File: src/design/dtsp_pkg.sv
// Shared types and constants of the dead-time state predictor.
package dtsp_pkg;

   localparam int FRAC_BITS  = 16;
   localparam int STEP_W     = 16;
   localparam int DAMP_W     = 16;
   localparam int FREQ_W     = 22;
   localparam int COEF_W     = 28;
   localparam int CSR_ADDR_W = 4;
   localparam int CSR_DATA_W = 32;

   localparam logic [STEP_W-1:0] STEP_TIME_RESET = 16'd1092;
   localparam logic [DAMP_W-1:0] DAMPING_RESET   = 16'd4096;
   localparam logic [FREQ_W-1:0] NAT_FREQ_RESET  = 22'd655360;

   typedef logic [1:0] csr_idx_type;
   localparam csr_idx_type CSR_STEP_TIME = 2'd0;
   localparam csr_idx_type CSR_DAMPING   = 2'd1;
   localparam csr_idx_type CSR_NAT_FREQ  = 2'd2;

   typedef enum logic [1:0] {
      ST_IDLE,
      ST_RUN,
      ST_DONE
   } state_type;

   // One Euler step per axis is seven multiplier slots.
   typedef enum logic [2:0] {
      OP_W2U,
      OP_W2V,
      OP_ZA,
      OP_DTV,
      OP_DTA,
      OP_DTD,
      OP_FIN
   } op_type;

   typedef struct packed {
      logic   in_ready;
      logic   load;
      logic   run;
      op_type op;
      logic   shift;
      logic   out_load;
      logic   out_valid;
   } ctrl_cmd_type;

   typedef struct packed {
      logic in_valid;
      logic out_ready;
   } ctrl_status_type;

endpackage

File: src/design/dtsp_ctrl.sv
// Controller: sequences the Euler steps and the result handoff.
module dtsp_ctrl #(
   parameter int HISTORY_DEPTH = 7,
   parameter int IDX_W         = 3
) (
   input  logic                      clock,
   input  logic                      reset,
   input  dtsp_pkg::ctrl_status_type status,
   output dtsp_pkg::ctrl_cmd_type    cmd,
   output logic [IDX_W-1:0]          idx
);
   import dtsp_pkg::*;

   state_type         state_ff, state_in;
   op_type            op_ff, op_in;
   logic [IDX_W-1:0]  idx_ff, idx_in;
   logic              rsp_valid_ff, rsp_valid_in;
   logic              out_free;

   assign out_free = ~rsp_valid_ff | status.out_ready;

   always_comb begin
      state_in = state_ff;
      op_in    = op_ff;
      idx_in   = idx_ff;
      unique case (state_ff)
         ST_IDLE: begin
            op_in  = OP_W2U;
            idx_in = IDX_W'(HISTORY_DEPTH - 1);
            if (status.in_valid) state_in = ST_RUN;
         end
         ST_RUN: begin
            unique case (op_ff)
               OP_W2U: op_in = OP_W2V;
               OP_W2V: op_in = OP_ZA;
               OP_ZA:  op_in = OP_DTV;
               OP_DTV: op_in = OP_DTA;
               OP_DTA: op_in = OP_DTD;
               OP_DTD: op_in = OP_FIN;
               OP_FIN: begin
                  op_in = OP_W2U;
                  // advance to the next newer command, stop after the newest
                  if (idx_ff == '0) state_in = ST_DONE;
                  else idx_in = idx_ff - IDX_W'(1);
               end
               default: op_in = OP_W2U;
            endcase
         end
         ST_DONE: begin
            if (out_free) state_in = ST_IDLE;
         end
         default: state_in = ST_IDLE;
      endcase
   end

   always_comb begin
      cmd           = '0;
      cmd.op        = op_ff;
      cmd.out_valid = rsp_valid_ff;
      unique case (state_ff)
         ST_IDLE: begin
            cmd.in_ready = 1'b1;
            cmd.load     = status.in_valid;
         end
         ST_RUN:  cmd.run = 1'b1;
         ST_DONE: begin
            cmd.out_load = out_free;
            cmd.shift    = out_free;
         end
         default: ;
      endcase
      rsp_valid_in = cmd.out_load | (rsp_valid_ff & ~status.out_ready);
   end

   always_ff @(posedge clock) begin
      if (reset) begin
         state_ff     <= ST_IDLE;
         op_ff        <= OP_W2U;
         idx_ff       <= '0;
         rsp_valid_ff <= 1'b0;
      end else begin
         state_ff     <= state_in;
         op_ff        <= op_in;
         idx_ff       <= idx_in;
         rsp_valid_ff <= rsp_valid_in;
      end
   end

   assign idx = idx_ff;

endmodule

File: config.mk
export PLATFORM = sky130hd
export DESIGN_NAME = dtsp_ctrl
export DESIGN_NICKNAME = d
export VERILOG_FILES = /design/src/design/dtsp_pkg.sv /design/src/design/dtsp_ctrl.sv
export SDC_FILE = /design/constraint.sdc
export NUM_CORES = 1
export LEC_CHECK = 0
export BUFFER_PORTS_ARGS = -buffer_cell sky130_fd_sc_hd__buf_4
export CORE_ASPECT_RATIO = 1.1
export CORE_UTILIZATION = 35
export CTS_BUF_LIST = sky130_fd_sc_hd__clkbuf_4 sky130_fd_sc_hd__clkbuf_8
export DETAILED_ROUTE_END_ITERATION = 7
export PLACE_DENSITY_LB_ADDON = 0.3
export SLEW_MARGIN = 20
export SYNTH_ARGS = -nofsm -noshare
export SYNTH_HDL_FRONTEND = slang
export SYNTH_SLANG_ARGS = --single-unit
File: constraint.sdc
create_clock -name clock -period 2.45 [get_ports clock]
set_input_delay 0.6125 -clock clock [delete_from_list [all_inputs] [get_ports clock]]
set_output_delay 0.6125 -clock clock [all_outputs]
set_load 0.05 [all_outputs]
==> impl_results.html, run 1 <==
<table>
<tr><th>Metric</th><th>Value</th></tr>
<tr><th colspan="2">Outcome</th></tr>
<tr><td>Status</td><td>completed</td></tr>
<tr><th colspan="2">Global route</th></tr>
<tr><td>Vias in the first global route</td><td>400</td></tr>
<tr><td>Overall fraction of global-route tracks in use</td><td>approximately 15%</td></tr>
<tr><td>Number of antenna violations at the first check in global routing</td><td>0</td></tr>
<tr><td>Maximum number of pins on one net before global-route repair</td><td>14</td></tr>
<tr><td>GRT Residual Overflow</td><td>0</td></tr>
<tr><td>First-pass GRT wire length</td><td>roughly 1.7 mm</td></tr>
<tr><th colspan="2">Worst setup path</th></tr>
<tr><td>Critical path's top delay family</td><td>flip-flops</td></tr>
<tr><td>Library cell contributing the largest single delay on the critical path</td><td>sky130_fd_sc_hd__dfxtp_1</td></tr>
<tr><td>Worst endpoint required time</td><td>~1800 ps</td></tr>
<tr><td>Start-to-end type of the worst setup path</td><td>reg -&gt; out</td></tr>
<tr><td>Critical path launch point type</td><td>flop</td></tr>
<tr><td>CP Max Fanout</td><td>13</td></tr>
<tr><td>Combined buffer and inverter count along the critical path</td><td>1</td></tr>
<tr><td>Crit path arrival time</td><td>between 1000 and 1500 ps</td></tr>
<tr><td>Longest individual stage delay on the worst path</td><td>a little over 600 ps</td></tr>
<tr><td>Critical Path Sink Type</td><td>output pin</td></tr>
<tr><td>Chain of cells forming the critical path</td><td>nand2b_1 &gt; nor2b_1 &gt; buf_4</td></tr>
<tr><th colspan="2">STA</th></tr>
<tr><td>Post-Route Setup TNS</td><td>0 ps</td></tr>
<tr><td>Setup repair after global routing missed its margin</td><td>false</td></tr>
<tr><td>Slew headroom</td><td>about two thirds</td></tr>
<tr><td>Period Utilization, post-route</td><td>approximately 84%</td></tr>
<tr><td>Number of setup violations in the final report</td><td>0</td></tr>
<tr><td>Worst Skew</td><td>1.27 ps</td></tr>
<tr><td>Max Clk Rate</td><td>0.483 GHz</td></tr>
<tr><td>Final worst path period need</td><td>approximately 2100 ps</td></tr>
<tr><td>Number of max-slew violations in the final report</td><td>0</td></tr>
<tr><td>Slew @ Worst Pin</td><td>a little under 500 ps</td></tr>
<tr><td>Final number of hold-violating endpoints</td><td>0</td></tr>
<tr><th colspan="2">Detailed routing</th></tr>
<tr><td>Drt initial violations</td><td>7</td></tr>
<tr><td>Total via count in the routed design</td><td>~420</td></tr>
<tr><td>Detailed-route wire length per cell</td><td>roughly 12 um</td></tr>
<tr><td>Wirelength, routed</td><td>between 1 and 1.5 mm</td></tr>
<tr><td>Detailed-routing iteration count for the pre-antenna-repair pass</td><td>4</td></tr>
<tr><td>DRC Markers</td><td>0</td></tr>
<tr><td>Count of nets left with antenna violations after detail routing</td><td>0</td></tr>
<tr><td>Per-cell via count in the routed design</td><td>approximately 5.0</td></tr>
<tr><th colspan="2">Clocking</th></tr>
<tr><td>Number of sinks driven by the clock tree</td><td>9</td></tr>
<tr><td>CTS H-tree lvls</td><td>1</td></tr>
<tr><td>Root buffer selected by CTS</td><td>sky130_fd_sc_hd__clkbuf_4</td></tr>
<tr><td>Later-pin clock latency in the skew report</td><td>about 260 ps</td></tr>
<tr><td>Post-CTS setup buffer count</td><td>0</td></tr>
<tr><td>Clock-pin slew on the worst setup and hold paths</td><td>approximately 60 ps</td></tr>
<tr><td>Cts bufs inserted</td><td>3</td></tr>
<tr><td>Resized cells post-CTS</td><td>0</td></tr>
<tr><td>Number of buffers on the longest clock path</td><td>2</td></tr>
<tr><td>CTS tree</td><td>done</td></tr>
<tr><td>Number of buffers added to fix hold violations after cts</td><td>0</td></tr>
<tr><th colspan="2">Cells and area</th></tr>
<tr><td>Count of fill cells added during filler insertion</td><td>144</td></tr>
<tr><td>Most used cells in the layout excluding fill and tap cells</td><td>sky130_fd_sc_hd__buf_4, sky130_fd_sc_hd__dfxtp_1</td></tr>
<tr><td>Area occupied by multi-input gates</td><td>about 290 um^2</td></tr>
<tr><td>Syn-to-layout area delta</td><td>25.7%</td></tr>
<tr><td>Share of final-layout standard cells stronger than drive strength 1</td><td>36.2%</td></tr>
<tr><td>Most common cell after layout, fill and taps aside</td><td>sky130_fd_sc_hd__buf_4</td></tr>
<tr><td>Area taken by flip-flops and latches</td><td>approximately 180 um^2</td></tr>
<tr><td>Nets</td><td>76</td></tr>
<tr><td>Utilization of the core after routing</td><td>47.0%</td></tr>
<tr><td>Count of inserted antenna diode cells</td><td>0</td></tr>
<tr><th colspan="2">Yosys</th></tr>
<tr><td>Number of different library cells in the post-synthesis netlist</td><td>25</td></tr>
<tr><td>Post-synthesis area per instance</td><td>a little over 9 um^2</td></tr>
<tr><td>Number of warnings printed during yosys synthesis</td><td>0</td></tr>
<tr><td>Nets in the synthesized netlist</td><td>61</td></tr>
<tr><td>Sequential cell area fraction in the yosys report</td><td>between 30% and 40%</td></tr>
<tr><td>FF+latch count, synth</td><td>9</td></tr>
<tr><td>Total standard cell area after synthesis</td><td>510 um^2</td></tr>
<tr><td>Gate count after technology mapping</td><td>55</td></tr>
<tr><th colspan="2">Die</th></tr>
<tr><td>Top-level port count</td><td>16</td></tr>
<tr><td>Initial cell density of the core</td><td>a little under two fifths</td></tr>
<tr><td>Number of cell rows</td><td>14</td></tr>
<tr><td>Area of the die</td><td>between 1500 and 2000 um^2</td></tr>
<tr><td>Vertical die dimension</td><td>42.1 um</td></tr>
<tr><td>Die extent in x</td><td>38.4 um</td></tr>
<tr><td>Total core area</td><td>about 1400 um^2</td></tr>
<tr><th colspan="2">Placement</th></tr>
<tr><td>GPL Wtd Cong</td><td>between 0.6 and 0.7</td></tr>
<tr><td>Post-DP HPWL</td><td>722 um</td></tr>
<tr><td>Input/output buffers</td><td>15</td></tr>
<tr><th colspan="2">Power</th></tr>
<tr><td>Power density relative to cell area</td><td>~550 nW/um^2</td></tr>
<tr><td>Static Leakage</td><td>0.261 nW</td></tr>
<tr><td>Peak ir drop on the vdd network</td><td>roughly 0.00026 V</td></tr>
<tr><th colspan="2">Min path</th></tr>
<tr><td>Worst min path class</td><td>reg -&gt; reg</td></tr>
<tr><th colspan="2">Run</th></tr>
<tr><td>Number of max-cap violations</td><td>0</td></tr>
</table>
[final timing paths]
check | startpoint | end | cells past startpoint | slack (ps)
max | state_ff[1]$_SDFFE_PP0P_ | cmd[2] | 3 | 380
min | idx[0]$_SDFFE_PP0P_ | idx[0]$_SDFFE_PP0P_ | 2 | 500
min reg2reg | idx[0]$_SDFFE_PP0P_ | idx[0]$_SDFFE_PP0P_ | 2 | 500
max reg2reg | idx[0]$_SDFFE_PP0P_ | idx[1]$_SDFFE_PP0P_ | 6 | 830
[tightest hold or removal path, delay by kind of cell, from the launching register on]
kind	cells	cell delay (ps)
DFF	1	330
and+or+nand+nor	1	60
AOI/OAI and AO/OA	1	60
[stage by stage]
step	hold slack, ps	total power, W	instances	cell area, um^2	setup slack [ps]
after floorplan	487	0.000210	55	510	17.5
after global placement	482	0.000227	81	612	642
after detailed placement	497	0.000228	81	612	631
after CTS	506	0.000358	85	642	368
after global routing	543	0.000372	85	642	274
final	499	0.000353	85	642	381
[per-layer routing]
layer	share of wire (%)	track usage, %
met2	47	22.0
met5	0	0
met3	2.7	3.19
met4	2.0	10.3
met1	48	19.7
[cell type report]
cell class              instances  area share [%]
multi-input cells              38            44.8
flip-flops and latches          9            28.1
repair buffers                 15            17.5
clock buffers                   4            4.68
well taps                      16            3.12
inverters                       3            1.75
[report_power, final]
part	leakage (nW)	total, W	switching [W]	internal [W]
sequential	0.0738	0.000159	0.00000741	0.000151
combinational	0.169	0.0000656	0.0000415	0.0000241
clock	0.0184	0.000129	0.0000549	0.0000740
[sequential cells by signal, summed over array words and instances (netlist names)]
signal,flops
state_ff,2
idx,3
op_ff,3
rsp_valid_ff,1
[cells in the mapped netlist]
cell,count,area (um^2)
sky130_fd_sc_hd__and4bb_2,1,12.5
sky130_fd_sc_hd__dfxtp_1,9,180
sky130_fd_sc_hd__and4bb_4,1,16.3
sky130_fd_sc_hd__clkbuf_1,1,3.75
sky130_fd_sc_hd__nand3b_1,3,22.5
sky130_fd_sc_hd__nand3_1,1,5.00
sky130_fd_sc_hd__inv_1,3,11.3
sky130_fd_sc_hd__nor2_1,3,11.3
sky130_fd_sc_hd__nor2b_2,1,8.76
sky130_fd_sc_hd__nor3b_1,1,7.51
sky130_fd_sc_hd__a221oi_2,2,30.0
sky130_fd_sc_hd__mux2i_1,2,20.0
sky130_fd_sc_hd__nand2b_1,4,25.0
sky130_fd_sc_hd__a2111oi_2,1,15.0
sky130_fd_sc_hd__and2_1,1,6.26
sky130_fd_sc_hd__a21oi_1,4,20.0
sky130_fd_sc_hd__buf_4,3,22.5
sky130_fd_sc_hd__a31oi_1,1,6.26
sky130_fd_sc_hd__a2bb2oi_1,1,8.76
sky130_fd_sc_hd__o21ai_0,2,10.0
sky130_fd_sc_hd__nor2b_1,2,12.5
sky130_fd_sc_hd__nand2_1,4,15.0
sky130_fd_sc_hd__buf_2,1,5.00
sky130_fd_sc_hd__ha_1,2,25.0
sky130_fd_sc_hd__and4b_1,1,10.0
[logic make-up after synthesis]
group / Yosys count / share of synthesized area, %
adder cells (fa/ha/maj): 2 / 4.90
multiplexers: 2 / 3.92
AO/OA/AOI/OAI: 11 / 17.6
buffers and inverters: 8 / 8.33
AND/OR/NAND/NOR: 23 / 29.9
flip-flops: 9 / 35.3
Power figures use the tool's default switching activity.
==> run 2: changes to the inputs <==
Clock period 2.45 ns to 1.9 ns, I/O delays scaled along.
==> run 2 against run 1 <==
Sequential share of layout area decreased by 0.76 points. Register-to-register slack got worse by 500 ps. Hold slack got worse by 46 ps.
==> impl_results.html, run 2 (synthesized netlist as in run 1, its figures left out) <==
<table>
<tr><th>Metric</th><th>Value</th></tr>
<tr><th colspan="2">Worst setup path</th></tr>
<tr><td>Crit path arrival time</td><td>1320 ps (-140 ps)</td></tr>
<tr><td>Library cell contributing the largest single delay on the critical path</td><td>sky130_fd_sc_hd__dfxtp_1</td></tr>
<tr><td>Worst endpoint required time</td><td>1420 ps (-420 ps)</td></tr>
<tr><td>Critical Path Sink Type</td><td>output pin</td></tr>
<tr><td>CP Max Fanout</td><td>10 (-3)</td></tr>
<tr><td>Critical path launch point type</td><td>flop</td></tr>
<tr><td>Chain of cells forming the critical path</td><td>nand2b_1 &gt; nor2b_2 &gt; buf_4</td></tr>
<tr><td>Start-to-end type of the worst setup path</td><td>reg -&gt; out</td></tr>
<tr><td>Longest individual stage delay on the worst path</td><td>580 ps (-40 ps)</td></tr>
<tr><td>Worst reg2reg setup slack</td><td>330 ps (-500 ps)</td></tr>
<tr><th colspan="2">Detailed routing</th></tr>
<tr><td>Wirelength, routed</td><td>1.02 mm (unchanged)</td></tr>
<tr><td>Detailed-route wire length per cell</td><td>11.8 um (-2.3%)</td></tr>
<tr><td>Per-cell via count in the routed design</td><td>5.07 (+1.6%)</td></tr>
<tr><td>DRC Markers</td><td>0 (unchanged)</td></tr>
<tr><td>Count of nets left with antenna violations after detail routing</td><td>0 (unchanged)</td></tr>
<tr><td>Detailed-routing iteration count for the pre-antenna-repair pass</td><td>4 (unchanged)</td></tr>
<tr><td>Drt initial violations</td><td>11 (+4)</td></tr>
<tr><td>Total via count in the routed design</td><td>441 (+4.0%)</td></tr>
<tr><th colspan="2">Clocking</th></tr>
<tr><td>Clock-pin slew on the worst setup and hold paths</td><td>70 ps (about the same)</td></tr>
<tr><td>CTS tree</td><td>done</td></tr>
<tr><td>CTS H-tree lvls</td><td>1 (unchanged)</td></tr>
<tr><td>Number of buffers on the longest clock path</td><td>2 (unchanged)</td></tr>
<tr><td>Number of buffers added to fix hold violations after cts</td><td>0 (unchanged)</td></tr>
<tr><td>Root buffer selected by CTS</td><td>sky130_fd_sc_hd__clkbuf_4</td></tr>
<tr><td>Cts bufs inserted</td><td>3 (unchanged)</td></tr>
<tr><td>Resized cells post-CTS</td><td>0 (unchanged)</td></tr>
<tr><td>Later-pin clock latency in the skew report</td><td>260 ps (about the same)</td></tr>
<tr><td>Post-CTS setup buffer count</td><td>0 (unchanged)</td></tr>
<tr><td>Number of sinks driven by the clock tree</td><td>9 (unchanged)</td></tr>
<tr><th colspan="2">Min path</th></tr>
<tr><td>Worst min path class</td><td>in -&gt; reg</td></tr>
<tr><th colspan="2">STA</th></tr>
<tr><td>Worst Skew</td><td>11.5 ps (+10.2 ps)</td></tr>
<tr><td>Number of setup violations in the final report</td><td>0 (unchanged)</td></tr>
<tr><td>Final number of hold-violating endpoints</td><td>0 (unchanged)</td></tr>
<tr><td>Setup repair after global routing missed its margin</td><td>false</td></tr>
<tr><td>Period Utilization, post-route</td><td>roughly 94%</td></tr>
<tr><td>Slew @ Worst Pin</td><td>426 ps (-55.5 ps)</td></tr>
<tr><td>Max Clk Rate</td><td>between 0.5 and 0.6 GHz</td></tr>
<tr><td>Final worst path period need</td><td>around 1800 ps</td></tr>
<tr><td>Slew headroom</td><td>71.6% (+3.7 points)</td></tr>
<tr><td>Number of max-slew violations in the final report</td><td>0 (unchanged)</td></tr>
<tr><td>Post-Route Setup TNS</td><td>0 ps (unchanged)</td></tr>
<tr><th colspan="2">Cells and area</th></tr>
<tr><td>Most common cell after layout, fill and taps aside</td><td>sky130_fd_sc_hd__buf_4</td></tr>
<tr><td>Share of final-layout standard cells stronger than drive strength 1</td><td>43.7% (+7.4 points)</td></tr>
<tr><td>Count of inserted antenna diode cells</td><td>0 (unchanged)</td></tr>
<tr><td>Most used cells in the layout excluding fill and tap cells</td><td>sky130_fd_sc_hd__buf_4, sky130_fd_sc_hd__dfxtp_1</td></tr>
<tr><td>Post-route design area</td><td>664 um^2 (+3.5%)</td></tr>
<tr><td>Count of fill cells added during filler insertion</td><td>147 (+2.1%)</td></tr>
<tr><td>Nets</td><td>78 (+2.6%)</td></tr>
<tr><td>Syn-to-layout area delta</td><td>30.1%</td></tr>
<tr><th colspan="2">Die</th></tr>
<tr><td>Number of cell rows</td><td>14 (unchanged)</td></tr>
<tr><td>Initial cell density of the core</td><td>37.4% (unchanged)</td></tr>
<tr><td>Die extent in x</td><td>38.4 um (unchanged)</td></tr>
<tr><td>Top-level port count</td><td>16 (unchanged)</td></tr>
<tr><td>Area of the die</td><td>1620 um^2 (unchanged)</td></tr>
<tr><td>Vertical die dimension</td><td>42.1 um (unchanged)</td></tr>
<tr><td>Total core area</td><td>1370 um^2 (unchanged)</td></tr>
<tr><th colspan="2">Placement</th></tr>
<tr><td>Post-DP HPWL</td><td>757 um (+4.9%)</td></tr>
<tr><td>Input/output buffers</td><td>15 (unchanged)</td></tr>
<tr><td>GPL Wtd Cong</td><td>0.725 (+7.2%)</td></tr>
<tr><td>Placement Cell Area</td><td>634 um^2 (+3.7%)</td></tr>
<tr><th colspan="2">Global route</th></tr>
<tr><td>GRT Residual Overflow</td><td>0 (unchanged)</td></tr>
<tr><td>Vias in the first global route</td><td>363 (-9.3%)</td></tr>
<tr><td>Number of antenna violations at the first check in global routing</td><td>0 (unchanged)</td></tr>
<tr><td>First-pass GRT wire length</td><td>1.73 mm (+1.6%)</td></tr>
<tr><td>Overall fraction of global-route tracks in use</td><td>15.8% (+0.58 points)</td></tr>
<tr><td>Maximum number of pins on one net before global-route repair</td><td>11 (-3)</td></tr>
<tr><th colspan="2">Outcome</th></tr>
<tr><td>Status</td><td>completed</td></tr>
<tr><th colspan="2">Power</th></tr>
<tr><td>Peak ir drop on the vdd network</td><td>0.000383 V (+50%)</td></tr>
<tr><td>Static Leakage</td><td>0.275 nW (+5.4%)</td></tr>
<tr><td>Power density relative to cell area</td><td>685 nW/um^2 (+25%)</td></tr>
<tr><th colspan="2">Run</th></tr>
<tr><td>Number of max-cap violations</td><td>0 (unchanged)</td></tr>
</table>
run 2: cell count changes in the layout (fill, tap and decap cells not counted):
cell	delta
sky130_fd_sc_hd__nor2_1	-1
sky130_fd_sc_hd__nor2b_2	+1
sky130_fd_sc_hd__nor2_2	+1
sky130_fd_sc_hd__dfxtp_2	+1
sky130_fd_sc_hd__buf_4	+2
sky130_fd_sc_hd__nor2b_1	-1
sky130_fd_sc_hd__dfxtp_1	-1
sky130_fd_sc_hd__and2_2	+1
sky130_fd_sc_hd__and2_1	-1
run 2: final cells by class:
type,instances,area [um^2],area share (%)
sequential,9,181,27.3
clock buffer,4,30.0,4.52
tap,16,20.0,3.01
inverter,3,11.3,1.69
multi-input combinational,38,294,44.3
timing repair buffer,17,128,19.2
run 2: path summary, 6_finish.rpt:
path,start,end,depth (start not counted)
worst max-delay path,state_ff[0]$_SDFFE_PP0P_,cmd[1],3
worst min-delay path,reset,idx[1]$_SDFFE_PP0P_,2
worst max register to register,idx[1]$_SDFFE_PP0P_,idx[2]$_SDFFE_PP0P_,6
worst min register to register,idx[0]$_SDFFE_PP0P_,idx[0]$_SDFFE_PP0P_,2
run 2: worst max-delay path, delay by kind of cell, from the launching register on:
| family | cells | cell delay, ps |
|---|---|---|
| flip-flops | 1 | 580 |
| AND/OR/NAND/NOR | 2 | 280 |
| buffers and inverters | 1 | 190 |
run 2: metrics by stage:
stage / hold WS, ps / std cells / util [%] / total power [W] / setup slack (ps)
2_1_floorplan: 487 / 55 / - / 0.000271 / 4.41
5_1_grt: 450 / 87 / 48.6 / 0.000484 / 15.0
3_3_place_gp: 477 / 83 / 46.4 / 0.000296 / 345
4_1_cts: 446 / 87 / 48.6 / 0.000464 / 84.8
3_5_place_dp: 480 / 83 / 46.4 / 0.000297 / 336
6_report: 453 / 87 / 48.6 / 0.000455 / 105
run 2: metal layers:
layer | global-route usage [%] | up-vias | routed length (um)
li1 | - | 226 | -
met1 | 20.5 | 199 | 474
met2 | 21.0 | 14 | 484
met3 | 7.98 | 2 | 56
met4 | 8.28 | 0 | 8
met5 | 0 | - | 0
run 2: report_power, final:
part | leakage, nW | internal, W | switching (W)
clock | 0.0184 | 0.0000951 | 0.0000684
sequential | 0.0743 | 0.000195 | 0.0000105
combinational | 0.182 | 0.0000335 | 0.0000526
total | 0.275 | 0.000324 | 0.000131
==> run 3: changes to the inputs <==
Settings changed: CORE_AREA from default to 2 2 39 41, CORE_ASPECT_RATIO 1.1 to default, CORE_UTILIZATION 35 to default, DIE_AREA from default to 0 0 41 43.
==> run 3 against run 2 <==
Combinational power increased by 0.7%. Maximum frequency rose by 2.0%. Utilization decreased by 0.62 points. Worst setup slack gained 35 ps. Clock skew is 6.2 ps lower. Critical path type unchanged. Non-clock buffer count stayed put. Global-route usage fell by 2.7 points. Highest routed layer unchanged.
==> impl_results.html, run 3 (synthesized netlist as in run 1, its figures left out) <==
<table>
<tr><th>Metric</th><th>Value</th></tr>
<tr><th colspan="2">Die</th></tr>
<tr><td>Total core area</td><td>1380 um^2 (+1.3%)</td></tr>
<tr><td>Vertical die dimension</td><td>43 um (+2.2%)</td></tr>
<tr><td>Area of the die</td><td>1760 um^2 (+9.1%)</td></tr>
<tr><td>Die extent in x</td><td>41 um (+6.7%)</td></tr>
<tr><td>Initial cell density of the core</td><td>36.9% (-0.47 points)</td></tr>
<tr><td>Number of cell rows</td><td>14 (unchanged)</td></tr>
<tr><td>Top-level port count</td><td>16 (unchanged)</td></tr>
<tr><th colspan="2">Power</th></tr>
<tr><td>Total power after layout</td><td>0.000459 W (+0.87%)</td></tr>
<tr><td>Static Leakage</td><td>0.275 nW (unchanged)</td></tr>
<tr><td>Power density relative to cell area</td><td>691 nW/um^2 (+0.87%)</td></tr>
<tr><td>Peak ir drop on the vdd network</td><td>0.000320 V (-16%)</td></tr>
<tr><th colspan="2">Detailed routing</th></tr>
<tr><td>Detailed-routing iteration count for the pre-antenna-repair pass</td><td>3 (-1)</td></tr>
<tr><td>DRC Markers</td><td>0 (unchanged)</td></tr>
<tr><td>Detailed-route wire length per cell</td><td>11.2 um (-4.5%)</td></tr>
<tr><td>Drt initial violations</td><td>4 (-7)</td></tr>
<tr><td>Per-cell via count in the routed design</td><td>4.97 (-2.0%)</td></tr>
<tr><td>Total via count in the routed design</td><td>432 (-2.0%)</td></tr>
<tr><td>Count of nets left with antenna violations after detail routing</td><td>0 (unchanged)</td></tr>
<tr><td>Wirelength, routed</td><td>977 um (-4.5%)</td></tr>
<tr><th colspan="2">Cells and area</th></tr>
<tr><td>Final cell count without fillers</td><td>87 (unchanged)</td></tr>
<tr><td>Count of fill cells added during filler insertion</td><td>137 (-6.8%)</td></tr>
<tr><td>Most used cells in the layout excluding fill and tap cells</td><td>sky130_fd_sc_hd__buf_4, sky130_fd_sc_hd__dfxtp_1</td></tr>
<tr><td>Nets</td><td>78 (unchanged)</td></tr>
<tr><td>Syn-to-layout area delta</td><td>30.1% (unchanged)</td></tr>
<tr><td>Share of final-layout standard cells stronger than drive strength 1</td><td>43.7% (unchanged)</td></tr>
<tr><td>Most common cell after layout, fill and taps aside</td><td>sky130_fd_sc_hd__buf_4</td></tr>
<tr><td>Count of inserted antenna diode cells</td><td>0 (unchanged)</td></tr>
<tr><th colspan="2">STA</th></tr>
<tr><td>Slew headroom</td><td>74.6% (+3.0 points)</td></tr>
<tr><td>Final worst path period need</td><td>1760 ps (-34.8 ps)</td></tr>
<tr><td>Final number of hold-violating endpoints</td><td>0 (unchanged)</td></tr>
<tr><td>Setup repair after global routing missed its margin</td><td>false</td></tr>
<tr><td>Number of setup violations in the final report</td><td>0 (unchanged)</td></tr>
<tr><td>Number of max-slew violations in the final report</td><td>0 (unchanged)</td></tr>
<tr><td>Worst Skew</td><td>5.23 ps (-6.22 ps)</td></tr>
<tr><td>Max Clk Rate</td><td>0.568 GHz (+2.0%)</td></tr>
<tr><td>Post-Route Setup TNS</td><td>0 ps (unchanged)</td></tr>
<tr><td>Period Utilization, post-route</td><td>92.6% (-1.8 points)</td></tr>
<tr><td>Slew @ Worst Pin</td><td>381 ps (-45.5 ps)</td></tr>
<tr><td>Min setup slack post-route</td><td>140 ps (+34.8 ps)</td></tr>
<tr><th colspan="2">Worst setup path</th></tr>
<tr><td>Start point of the critical path</td><td>state_ff[0]$_SDFFE_PP0P_</td></tr>
<tr><td>Critical path destination</td><td>cmd[2]</td></tr>
<tr><td>Worst endpoint required time</td><td>1420 ps (about the same)</td></tr>
<tr><td>Critical path launch point type</td><td>flop</td></tr>
<tr><td>Start-to-end type of the worst setup path</td><td>reg -&gt; out</td></tr>
<tr><td>Logic depth of the worst register-to-register path</td><td>6 (unchanged)</td></tr>
<tr><td>Startpoint of the lowest-slack register-to-register path</td><td>idx[1]$_SDFFE_PP0P_</td></tr>
<tr><td>CP Max Fanout</td><td>10 (unchanged)</td></tr>
<tr><td>Critical Path Sink Type</td><td>output pin</td></tr>
<tr><td>Crit path arrival time</td><td>1280 ps (-40 ps)</td></tr>
<tr><td>Endpoint of the worst-slack reg-to-reg timing path</td><td>idx[2]$_SDFFE_PP0P_</td></tr>
<tr><td>Worst reg2reg setup slack</td><td>340 ps (about the same)</td></tr>
<tr><th colspan="2">Global route</th></tr>
<tr><td>Number of antenna violations at the first check in global routing</td><td>0 (unchanged)</td></tr>
<tr><td>Overall fraction of global-route tracks in use</td><td>13.1% (-2.7 points)</td></tr>
<tr><td>First-pass GRT wire length</td><td>1.50 mm (-13%)</td></tr>
<tr><td>Vias in the first global route</td><td>343 (-5.5%)</td></tr>
<tr><td>Met3 Usage GRT</td><td>3.14% (-4.8 points)</td></tr>
<tr><td>Met1 usage</td><td>16.9% (-3.6 points)</td></tr>
<tr><td>GRT Residual Overflow</td><td>0 (unchanged)</td></tr>
<tr><td>Maximum number of pins on one net before global-route repair</td><td>11 (unchanged)</td></tr>
<tr><td>Busiest metal layer after global routing</td><td>met1</td></tr>
<tr><td>Met2 usage in global routing</td><td>16.9% (-4.1 points)</td></tr>
<tr><th colspan="2">Run</th></tr>
<tr><td>Number of max-cap violations</td><td>0 (unchanged)</td></tr>
<tr><th colspan="2">Outcome</th></tr>
<tr><td>Status</td><td>completed</td></tr>
<tr><th colspan="2">Clocking</th></tr>
<tr><td>CTS tree</td><td>done</td></tr>
<tr><td>Cts bufs inserted</td><td>3 (unchanged)</td></tr>
<tr><td>Resized cells post-CTS</td><td>0 (unchanged)</td></tr>
<tr><td>CTS H-tree lvls</td><td>1 (unchanged)</td></tr>
<tr><td>Number of sinks driven by the clock tree</td><td>9 (unchanged)</td></tr>
<tr><td>Clock-pin slew on the worst setup and hold paths</td><td>60 ps (about the same)</td></tr>
<tr><td>Number of buffers added to fix hold violations after cts</td><td>0 (unchanged)</td></tr>
<tr><td>Number of buffers on the longest clock path</td><td>2 (unchanged)</td></tr>
<tr><td>Later-pin clock latency in the skew report</td><td>270 ps (about the same)</td></tr>
<tr><td>Post-CTS setup buffer count</td><td>0 (unchanged)</td></tr>
<tr><td>Root buffer selected by CTS</td><td>sky130_fd_sc_hd__clkbuf_4</td></tr>
<tr><th colspan="2">Min path</th></tr>
<tr><td>Worst min path class</td><td>in -&gt; reg</td></tr>
<tr><th colspan="2">Placement</th></tr>
<tr><td>Post-DP HPWL</td><td>737 um (-2.6%)</td></tr>
<tr><td>Place WS</td><td>343 ps (+6.97 ps)</td></tr>
<tr><td>Input/output buffers</td><td>15 (unchanged)</td></tr>
<tr><td>Number of cells after detailed placement</td><td>83 (unchanged)</td></tr>
<tr><td>GPL Wtd Cong</td><td>0.737 (+1.6%)</td></tr>
</table>
[run 3: cell counts in the layout (fill, tap and decap cells not counted)]
Identical to the previous run, type by type.
[run 3: power by group]
part | internal [W] | switching (W) | total, W
combinational | 0.0000334 | 0.0000532 | 0.0000866
sequential | 0.000195 | 0.00000992 | 0.000205
clock | 0.0000955 | 0.0000720 | 0.000167
total | 0.000324 | 0.000135 | 0.000459
[run 3: final cells by class]
| cell class | instances | area (um^2) | area share (%) |
|---|---|---|---|
| tap | 16 | 20.0 | 3.01 |
| timing repair buffer | 17 | 128 | 19.2 |
| clock buffer | 4 | 30.0 | 4.52 |
| inverter | 3 | 11.3 | 1.69 |
| sequential | 9 | 181 | 27.3 |
| multi-input combinational | 38 | 294 | 44.3 |
[run 3: through the flow]
| step | instance area [um^2] | hold slack [ps] | utilization [%] |
|---|---|---|---|
| floorplan | 518 | 487 | - |
| global placement | 634 | 475 | 45.8 |
| detailed placement | 634 | 478 | 45.8 |
| CTS | 664 | 444 | 48.0 |
| global route | 664 | 452 | 48.0 |
| finish | 664 | 450 | 48.0 |
[run 3: critical path, cell delays in order, from the launching register on]
cell	delay [ps]
sky130_fd_sc_hd__dfxtp_1	550
sky130_fd_sc_hd__nand2b_1	220
sky130_fd_sc_hd__nor2b_2	60
sky130_fd_sc_hd__buf_4	180
[run 3: worst min path at each step]
| stage | from | end | slack (ps) | depth (start not counted) |
|---|---|---|---|---|
| after floorplan | rsp_valid_ff$_SDFF_PP0_ | rsp_valid_ff$_SDFF_PP0_ | 490 | 2 |
| after global placement | idx[0]$_SDFFE_PP0P_ | idx[0]$_SDFFE_PP0P_ | 480 | 2 |
| after detailed placement | idx[0]$_SDFFE_PP0P_ | idx[0]$_SDFFE_PP0P_ | 480 | 2 |
| after CTS | reset | idx[0]$_SDFFE_PP0P_ | 440 | 2 |
| after global routing | reset | idx[2]$_SDFFE_PP0P_ | 450 | 2 |
| final | reset | idx[2]$_SDFFE_PP0P_ | 450 | 2 |
[run 3: routing by layer]
layer | wire [um] | vias to the layer above
li1 | - | 223
met1 | 456 | 195
met2 | 432 | 12
met3 | 56 | 2
met4 | 31 | 0
met5 | 0 | -
